## config.mk

```make
export PLATFORM = sky130hd
export DESIGN_NAME = scancode_to_ascii_key_fifo
export DESIGN_NICKNAME = d
export VERILOG_FILES = /design/src/hw/rtl/sca_pkg.sv /design/src/hw/rtl/sca_ram.sv /design/src/hw/rtl/sca_outq.sv /design/src/hw/rtl/scancode_to_ascii_key_fifo.sv
export SDC_FILE = /design/constraint.sdc
export NUM_CORES = 2
export LEC_CHECK = 0
export CAP_MARGIN = 10
export CORE_MARGIN = 5
export CORE_UTILIZATION = 60
export DETAILED_ROUTE_END_ITERATION = 16
export DONT_BUFFER_PORTS = 1
export GPL_TIMING_DRIVEN = 0
export PLACE_DENSITY = 0.76
export SETUP_SLACK_MARGIN = 0.02
export SYNTH_ARGS = -nofsm -noshare
export SYNTH_HDL_FRONTEND = slang
export SYNTH_HIERARCHICAL = 1
export SYNTH_SLANG_ARGS = --single-unit
```

## constraint.sdc

```tcl
create_clock -name aclk -period 26.1 [get_ports aclk]
set_input_delay 3.915 -clock aclk [delete_from_list [all_inputs] [get_ports aclk]]
set_output_delay 3.915 -clock aclk [all_outputs]
set_load 0.02 [all_outputs]
```

## src/hw/rtl/sca_pkg.sv

```systemverilog
// shared constants, types and key lookup functions for the scan code decoder
`default_nettype none
package sca_pkg;

    localparam int BUF_DEPTH = 128;
    localparam int BUF_AW    = (BUF_DEPTH > 1) ? $clog2(BUF_DEPTH) : 1;
    localparam int BUF_CW    = $clog2(BUF_DEPTH + 1);

    localparam int OQ_DEPTH = 4;
    localparam int OQ_AW    = 2;
    localparam int OQ_CW    = 3;

    localparam int ROM_ROWS = 59;

    localparam logic [7:0] RELEASE_BIT  = 8'h80;
    localparam logic [7:0] SC_CTRL      = 8'h1D;
    localparam logic [7:0] SC_LSHIFT    = 8'h2A;
    localparam logic [7:0] SC_RSHIFT    = 8'h36;
    localparam logic [7:0] SC_CAPS      = 8'h3A;
    localparam logic [7:0] SC_CTRL_UP   = 8'h9D;
    localparam logic [7:0] SC_LSHIFT_UP = 8'hAA;
    localparam logic [7:0] SC_RSHIFT_UP = 8'hB6;

    typedef enum logic [1:0] {
        CMD_SCAN    = 2'd0,
        CMD_POP_OLD = 2'd1,
        CMD_POP_NEW = 2'd2,
        CMD_NOP     = 2'd3
    } cmd_t;

    typedef struct packed {
        logic [7:0] char_out;
        logic       char_valid;
        logic       key_stored;
        logic       overflow;
        logic       ctrl_event;
        logic [7:0] fill_count;
    } result_t;

    // each row is {shifted, plain}
    localparam logic [15:0] KEY_ROM [0:ROM_ROWS-1] = '{
        16'h0000, 16'h001B, 16'h2131, 16'h4032, 16'h2333, 16'h2434,
        16'h2535, 16'h5E36, 16'h2637, 16'h2A38, 16'h2839, 16'h2930,
        16'h5F2D, 16'h2B3D, 16'h0008, 16'h0009, 16'h5171, 16'h5777,
        16'h4565, 16'h5272, 16'h5474, 16'h5979, 16'h5575, 16'h4969,
        16'h4F6F, 16'h5070, 16'h7B5B, 16'h7D5D, 16'h000A, 16'h0000,
        16'h4161, 16'h5373, 16'h4464, 16'h4666, 16'h4767, 16'h4868,
        16'h4A6A, 16'h4B6B, 16'h4C6C, 16'h3A3B, 16'h2227, 16'h7E60,
        16'h0000, 16'h7C5C, 16'h5A7A, 16'h5878, 16'h4363, 16'h5676,
        16'h4262, 16'h4E6E, 16'h4D6D, 16'h3C2C, 16'h3E2E, 16'h3F2F,
        16'h0000, 16'h0000, 16'h0000, 16'h0020, 16'h0000
    };

    function automatic logic [15:0] key_row(input logic [6:0] code);
        logic [15:0] row;
        row = 16'h0000;
        if (code < 7'(ROM_ROWS)) begin
            row = KEY_ROM[code[5:0]];
        end
        return row;
    endfunction

    function automatic logic [7:0] to_lower(input logic [7:0] c);
        return (c >= 8'h41 && c <= 8'h5A) ? c + 8'd32 : c;
    endfunction

    function automatic logic [7:0] to_upper(input logic [7:0] c);
        return (c >= 8'h61 && c <= 8'h7A) ? c - 8'd32 : c;
    endfunction

endpackage
`default_nettype wire

```

## src/hw/rtl/sca_ram.sv

```systemverilog
// simple dual port ram, one write and one registered read port
`default_nettype none
module sca_ram #(
    parameter int DEPTH = 128,
    parameter int WIDTH = 8,
    parameter int AW    = 7
) (
    input  wire logic             aclk,
    input  wire logic             we,
    input  wire logic [AW-1:0]    waddr,
    input  wire logic [WIDTH-1:0] wdata,
    input  wire logic             re,
    input  wire logic [AW-1:0]    raddr,
    output logic      [WIDTH-1:0] rdata
);

    logic [WIDTH-1:0] mem [0:DEPTH-1];

    always_ff @(posedge aclk) begin
        if (we) begin
            mem[waddr] <= wdata;
        end
    end

    always_ff @(posedge aclk) begin
        if (re) begin
            rdata <= mem[raddr];
        end
    end

endmodule
`default_nettype wire

```

## src/hw/rtl/sca_outq.sv

```systemverilog
// small result queue that decouples the receiver from the buffer pipeline
`default_nettype none
module sca_outq (
    input  wire logic              aclk,
    input  wire logic              aresetn,
    input  wire logic              push,
    input  sca_pkg::result_t       push_data,
    output logic [sca_pkg::OQ_CW-1:0] occ,
    output logic                   m_valid,
    input  wire logic              m_ready,
    output sca_pkg::result_t       m_data
);
    import sca_pkg::*;

    result_t            entry [0:OQ_DEPTH-1];
    logic [OQ_AW-1:0]   head_reg, head_next;
    logic [OQ_AW-1:0]   tail_reg, tail_next;
    logic [OQ_CW-1:0]   occ_reg, occ_next;
    logic               pop;

    assign pop     = m_valid && m_ready;
    assign m_valid = (occ_reg != '0);
    assign m_data  = entry[head_reg];
    assign occ     = occ_reg;

    always_comb begin
        head_next = pop ? head_reg + 1'b1 : head_reg;
        tail_next = push ? tail_reg + 1'b1 : tail_reg;
        occ_next  = occ_reg + OQ_CW'(push) - OQ_CW'(pop);
    end

    always_ff @(posedge aclk) begin
        if (!aresetn) begin
            head_reg <= '0;
            tail_reg <= '0;
            occ_reg  <= '0;
        end else begin
            head_reg <= head_next;
            tail_reg <= tail_next;
            occ_reg  <= occ_next;
        end
    end

    always_ff @(posedge aclk) begin
        if (push) begin
            entry[tail_reg] <= push_data;
        end
    end

endmodule
`default_nettype wire

```

## src/hw/rtl/scancode_to_ascii_key_fifo.sv

```systemverilog
// Keyboard scan code decoder with a character ring buffer.
// Input channel (s_): s_command selects a scan code (s_scan_code is a set-1
// byte, bit 7 marks a release), a pop of the oldest character, a pop of
// the newest one or a no-op. Every input transfer gives exactly one result
// transfer on the m_ channel: the popped character with char_valid, the
// key_stored, overflow and ctrl_event flags, and the fill count after the
// item. Modifier state, ring indices and the count update in the cycle
// of the input transfer; the character store is a single-port-write,
// registered-read ram, so a pop's data arrives in the cycle after the
// transfer. The result then enters a four-entry output queue.
// Throughput: one item per cycle while the receiver keeps up; s_ready
// comes from registered occupancy of the pipeline stage and the output
// queue, never from m_ready. When the receiver stalls, the queue fills
// and s_ready drops while room is still left for the items already in
// flight; nothing is lost.
// Reset (aresetn, synchronous, active low) clears modifiers, indices,
// count and the queue; the store itself is not cleared, since only
// written entries are ever popped.
`default_nettype none
module scancode_to_ascii_key_fifo (
    input  wire logic       aclk,
    input  wire logic       aresetn,
    input  wire logic       s_valid,
    output logic            s_ready,
    input  wire logic [1:0] s_command,
    input  wire logic [7:0] s_scan_code,
    output logic            m_valid,
    input  wire logic       m_ready,
    output logic [7:0]      m_char_out,
    output logic            m_char_valid,
    output logic            m_key_stored,
    output logic            m_overflow,
    output logic            m_ctrl_event,
    output logic [7:0]      m_fill_count
);
    import sca_pkg::*;

    logic [BUF_AW-1:0] rd_idx_reg, rd_idx_next;
    logic [BUF_AW-1:0] wr_idx_reg, wr_idx_next;
    logic [BUF_CW-1:0] count_reg, count_next;
    logic              lsh_reg, lsh_next;
    logic              rsh_reg, rsh_next;
    logic              caps_reg, caps_next;
    logic              ctrl_reg, ctrl_next;

    logic              v1_reg;
    result_t           res1_reg, res1_next;

    logic              accept;
    logic              is_make;
    logic [15:0]       row;
    logic [7:0]        ch;
    logic              ctrl_ev;
    logic              has_chars;
    logic              buf_full;
    logic              ram_we;
    logic              ram_re;
    logic [BUF_AW-1:0] ram_raddr;
    logic [7:0]        ram_rdata;
    logic [BUF_AW-1:0] wr_dec;

    logic [OQ_CW-1:0]  oq_occ;
    result_t           oq_in;
    result_t           oq_out;

    // room for the in-flight item plus this one
    assign s_ready = (oq_occ + OQ_CW'(v1_reg)) <= OQ_CW'(OQ_DEPTH - 2);
    assign accept  = s_valid && s_ready;

    assign is_make   = !s_scan_code[7];
    assign row       = key_row(s_scan_code[6:0]);
    assign has_chars = (count_reg != '0);
    assign buf_full  = (count_reg >= BUF_CW'(BUF_DEPTH));
    assign wr_dec    = (wr_idx_reg == '0) ? BUF_AW'(BUF_DEPTH - 1) : wr_idx_reg - 1'b1;

    always_comb begin
        lsh_next    = lsh_reg;
        rsh_next    = rsh_reg;
        caps_next   = caps_reg;
        ctrl_next   = ctrl_reg;
        rd_idx_next = rd_idx_reg;
        wr_idx_next = wr_idx_reg;
        count_next  = count_reg;
        ch          = 8'h00;
        ctrl_ev     = 1'b0;
        ram_we      = 1'b0;
        ram_re      = 1'b0;
        ram_raddr   = rd_idx_reg;
        res1_next   = '0;

        if (accept) begin
            case (s_command)
                CMD_SCAN: begin
                    if (is_make) begin
                        if (s_scan_code == SC_CTRL) begin
                            ctrl_next = 1'b1;
                        end else if (s_scan_code == SC_CAPS) begin
                            caps_next = !caps_reg;
                        end else if (s_scan_code == SC_LSHIFT) begin
                            lsh_next = 1'b1;
                        end else if (s_scan_code == SC_RSHIFT) begin
                            rsh_next = 1'b1;
                        end

                        // lookup uses the modifier state after this code
                        if (lsh_next || rsh_next) begin
                            ch = caps_next ? to_lower(row[15:8]) : row[15:8];
                        end else if (caps_next) begin
                            ch = to_upper(row[7:0]);
                        end else if (ctrl_next) begin
                            ctrl_ev = 1'b1;
                        end else begin
                            ch = row[7:0];
                        end

                        if (ch != 8'h00) begin
                            if (buf_full) begin
                                res1_next.overflow = 1'b1;
                            end else begin
                                ram_we      = 1'b1;
                                wr_idx_next = (wr_idx_reg == BUF_AW'(BUF_DEPTH - 1))
                                              ? '0 : wr_idx_reg + 1'b1;
                                count_next  = count_reg + 1'b1;
                                res1_next.key_stored = 1'b1;
                            end
                        end
                        res1_next.ctrl_event = ctrl_ev;
                    end else begin
                        if (s_scan_code == SC_CTRL_UP) begin
                            ctrl_next = 1'b0;
                        end else if (s_scan_code == SC_LSHIFT_UP) begin
                            lsh_next = 1'b0;
                        end else if (s_scan_code == SC_RSHIFT_UP) begin
                            rsh_next = 1'b0;
                        end
                    end
                end
                CMD_POP_OLD: begin
                    if (has_chars) begin
                        ram_re      = 1'b1;
                        ram_raddr   = rd_idx_reg;
                        rd_idx_next = (rd_idx_reg == BUF_AW'(BUF_DEPTH - 1))
                                      ? '0 : rd_idx_reg + 1'b1;
                        count_next  = count_reg - 1'b1;
                        res1_next.char_valid = 1'b1;
                    end
                end
                CMD_POP_NEW: begin
                    if (has_chars) begin
                        ram_re      = 1'b1;
                        ram_raddr   = wr_dec;
                        wr_idx_next = wr_dec;
                        count_next  = count_reg - 1'b1;
                        res1_next.char_valid = 1'b1;
                    end
                end
                default: begin
                end
            endcase
            res1_next.fill_count = 8'(count_next);
        end
    end

    always_ff @(posedge aclk) begin
        if (!aresetn) begin
            rd_idx_reg <= '0;
            wr_idx_reg <= '0;
            count_reg  <= '0;
            lsh_reg    <= 1'b0;
            rsh_reg    <= 1'b0;
            caps_reg   <= 1'b0;
            ctrl_reg   <= 1'b0;
            v1_reg     <= 1'b0;
        end else begin
            rd_idx_reg <= rd_idx_next;
            wr_idx_reg <= wr_idx_next;
            count_reg  <= count_next;
            lsh_reg    <= lsh_next;
            rsh_reg    <= rsh_next;
            caps_reg   <= caps_next;
            ctrl_reg   <= ctrl_next;
            v1_reg     <= accept;
        end
    end

    always_ff @(posedge aclk) begin
        if (accept) begin
            res1_reg <= res1_next;
        end
    end

    sca_ram #(
        .DEPTH (BUF_DEPTH),
        .WIDTH (8),
        .AW    (BUF_AW)
    ) u_ram (
        .aclk  (aclk),
        .we    (ram_we),
        .waddr (wr_idx_reg),
        .wdata (ch),
        .re    (ram_re),
        .raddr (ram_raddr),
        .rdata (ram_rdata)
    );

    // pop data joins the rest of the result in the cycle after the transfer
    always_comb begin
        oq_in          = res1_reg;
        oq_in.char_out = res1_reg.char_valid ? ram_rdata : 8'h00;
    end

    sca_outq u_outq (
        .aclk      (aclk),
        .aresetn   (aresetn),
        .push      (v1_reg),
        .push_data (oq_in),
        .occ       (oq_occ),
        .m_valid   (m_valid),
        .m_ready   (m_ready),
        .m_data    (oq_out)
    );

    assign m_char_out   = oq_out.char_out;
    assign m_char_valid = oq_out.char_valid;
    assign m_key_stored = oq_out.key_stored;
    assign m_overflow   = oq_out.overflow;
    assign m_ctrl_event = oq_out.ctrl_event;
    assign m_fill_count = oq_out.fill_count;

endmodule
`default_nettype wire

```

==> results.cfg <==
[run_status]
status = finished clean

[timing]
min_period_over_period = 0.398
min_period_ps = 10380
rsz0062_at_grt = no
finalSetupViolCount = 0
drv_slew = 0
final-hold-violation-count = 0
tightest_slew_ps = 1450
slew_headroom = 0.0301
finClkSkew_ps = 39.7
setup_tns_ps = 0
max_freq_ghz = 0.0964
worst_slack_ps = 15720

[logic_synthesis]
ys_types = 90
synthXorXnorAreaFrac = 0.00305
synth_compound_gate_area_share = 0.0276
synth_top_family_by_area = multiplexers
synth-main-ff-cell = edfxtp_1
synth-simple-area-share = 0.0445
yosys.area_share.adder = 0.00883
avgSynthCellArea_um2 = 20.0
ys.warnings.count = 6
synthArstFlopShare = 0
ys_seq_area_frac = 0.724
synth_area_mm2 = 0.0476
syn_nets = 2429
synthMuxAreaShare = 0.176
synthCells = 2382
synth_edf_count = 1124
ys_ff_latch = 1160

[setup_path]
rrSetupSlack_ps = 19210
r2r_start = v1_reg$_SDFF_PN0_
worstRegToRegCells = 17
worstPathRequired_ps = 26410
arrival_ps = 10690
critPathKind = primary input to flop
startpoint_type = primary input
path_max_fanout = 10
r2r_end = u_ram/rdata[3]$_DFFE_PP_
critPathCaptureType = flop

[detailed_routing]
num_vias = 25400
remaining_drc_errors = 0
final_antenna_net_count = 0
routed_wirelength_mm = 118
drt-initial-drc-count = 3512
firstDrtPassIters = 6
avgViaCountPerCell = 6.89
wl_per_cell_um = 32.2

[global_routing]
grt_usage = 0.278
grt_pass1_wl_mm = 174
antenna_found_initial = 3
grt_max_degree = 81
grt_pass1_vias = 25400
grt_overflow = 0

[finish]
multi_input_area_mm2 = 0.0124
drive_above_1_share = 0.244
seq_area_mm2 = 0.0345
layout_common_cells = edfxtp_1, mux4_2, nor2_1
fillerInstances = 4911
top_register = u_ram/mem
final_cell_count_no_fill = 3684
syn_to_final_growth_pct = 11.5
largest_reg_flops = 1024
fin_nets = 2585
final_common_cell = edfxtp_1

[place]
dp_cells = 3469
place_ws_ps = 15440
place_congestion = 0.894
place.port_buffers = 0
hpwl_mm = 78.1

[clocking]
post_cts_resized = 0
postCtsHoldBufs = 0
clock_latency_ps = 710
h-tree-depth = 3
cts_setup_buffers = 0
clockRootBuffer = clkbuf_16
clkSinkCount = 1160
cts_buffer_depth = 3
numCtsBuffers = 110
cts_tree = yes
path_clk_slew_ps = 60

[hold_path]
hold_path_class = flop to flop
whs_path_depth = 2
worstHoldStart = u_outq/head_reg[1]$_SDFFE_PN0P_

[run]
cap_violations = 0

[floorplanning]
core-area_mm2 = 0.0789
die_h_um = 292
initial_core_util = 0.603
rows = 103
die-area_mm2 = 0.0850
num_io_pins = 36
fp.dieW_um = 292

[power_and_ir_drop]
max-vdd-ir-drop_mv = 0.0764
p_per_area_mw_per_mm2 = 80.3
p_leak_nw = 17.6
[Yosys cell counts (all sizes together) (11+ instances only)]
| master | count | area (um^2) |
|---|---|---|
| nand3 | 33 | 165 |
| nand2b | 17 | 106 |
| nor3 | 27 | 135 |
| mux2 | 13 | 146 |
| xor2 | 11 | 96.3 |
| or3 | 13 | 81.3 |
| nor2 | 181 | 679 |
| inv | 30 | 113 |
| mux2i | 16 | 160 |
| dfxtp | 36 | 721 |
| buf | 66 | 373 |
| o21ai | 34 | 174 |
| ha | 32 | 400 |
| and2 | 22 | 140 |
| edfxtp | 1124 | 33800 |
| nand2 | 74 | 280 |
| nor2b | 19 | 119 |
| a21oi | 34 | 170 |
| a31oi | 13 | 87.6 |
| o31ai | 11 | 82.6 |
| nand4 | 12 | 75.1 |
| mux4 | 358 | 8060 |
| clkbuf | 70 | 263 |
[how the worst max path moves through the flow]
stage | slack, ps | end | startpoint | depth (start not counted)
final | 15720 | u_ram/mem[70][6]$_DFFE_PP_ | s_scan_code[1] | 17
after detailed placement | 15440 | u_ram/mem[22][2]$_DFFE_PP_ | s_scan_code[1] | 17
after floorplan | 13450 | u_ram/mem[0][7]$_DFFE_PP_ | s_scan_code[1] | 11
after global placement | 7620 | u_ram/mem[126][7]$_DFFE_PP_ | s_scan_code[1] | 11
after CTS | 16110 | u_ram/mem[70][6]$_DFFE_PP_ | s_scan_code[1] | 17
after global routing | 15590 | u_ram/mem[46][2]$_DFFE_PP_ | s_scan_code[1] | 17
[cells by family (layout without fill, tap and decap cells)]
group                      after synthesis  in the layout
xor gates and xnor gates                15             15
buffers and inverters                  166            417
muxes                                  387            387
adders and majority gates               33             33
and+or+nand+nor                        441            441
AOI/OAI and AO/OA                      180            180
other                                    0              1
DFF                                   1160           1160
[report_power, final]
part | total [mW] | switching [mW] | internal, mW
registers | 2.08 | 0.0217 | 2.06
logic | 0.645 | 0.371 | 0.274
clock network | 1.53 | 0.683 | 0.850
total | 4.26 | 1.08 | 3.19
[layer usage]
| metal | track usage | share of wire | up-vias |
|---|---|---|---|
| met5 | 0 | 0.00017 | - |
| met4 | 0.107 | 0.049 | 4 |
| met3 | 0.0712 | 0.11 | 345 |
| met2 | 0.449 | 0.49 | 1718 |
| met1 | 0.374 | 0.35 | 13100 |
| li1 | - | - | 10200 |
[worst max-delay path, stage by stage]
cell	delay [ps]
clkbuf_1	370
inv_1	280
ha_1	500
or2_2	240
a221oi_1	140
a2111oi_4	400
o21ai_1	120
o311ai_1	400
nor3b_1	150
o311ai_4	490
o211ai_1	300
nor2_1	490
clkbuf_1	340
nor2b_1	330
nand3_1	550
clkbuf_1	760
nor2_1	900
[final cells by class]
class	count	share of cell area
antenna	1	0.0000472
buffer	136	0.0120
clock buffer	140	0.0546
clock inverter	67	0.0110
inverter	30	0.00212
multi-input combinational	1056	0.234
sequential	1160	0.650
tap	1050	0.0248
timing repair buffer	44	0.0119
[stage by stage]
stage | instance area [um^2] | util | total power, mW | hold WS, ps
6_report | 53100 | 0.673 | 4.26 | 501
5_1_grt | 53100 | 0.673 | 4.41 | 523
4_1_cts | 53000 | 0.672 | 4.27 | 500
3_5_place_dp | 49500 | 0.628 | 2.76 | 489
3_3_place_gp | 48900 | 0.620 | 2.74 | 463
2_1_floorplan | 47600 | - | 2.56 | 449
Power figures use the tool's default switching activity.
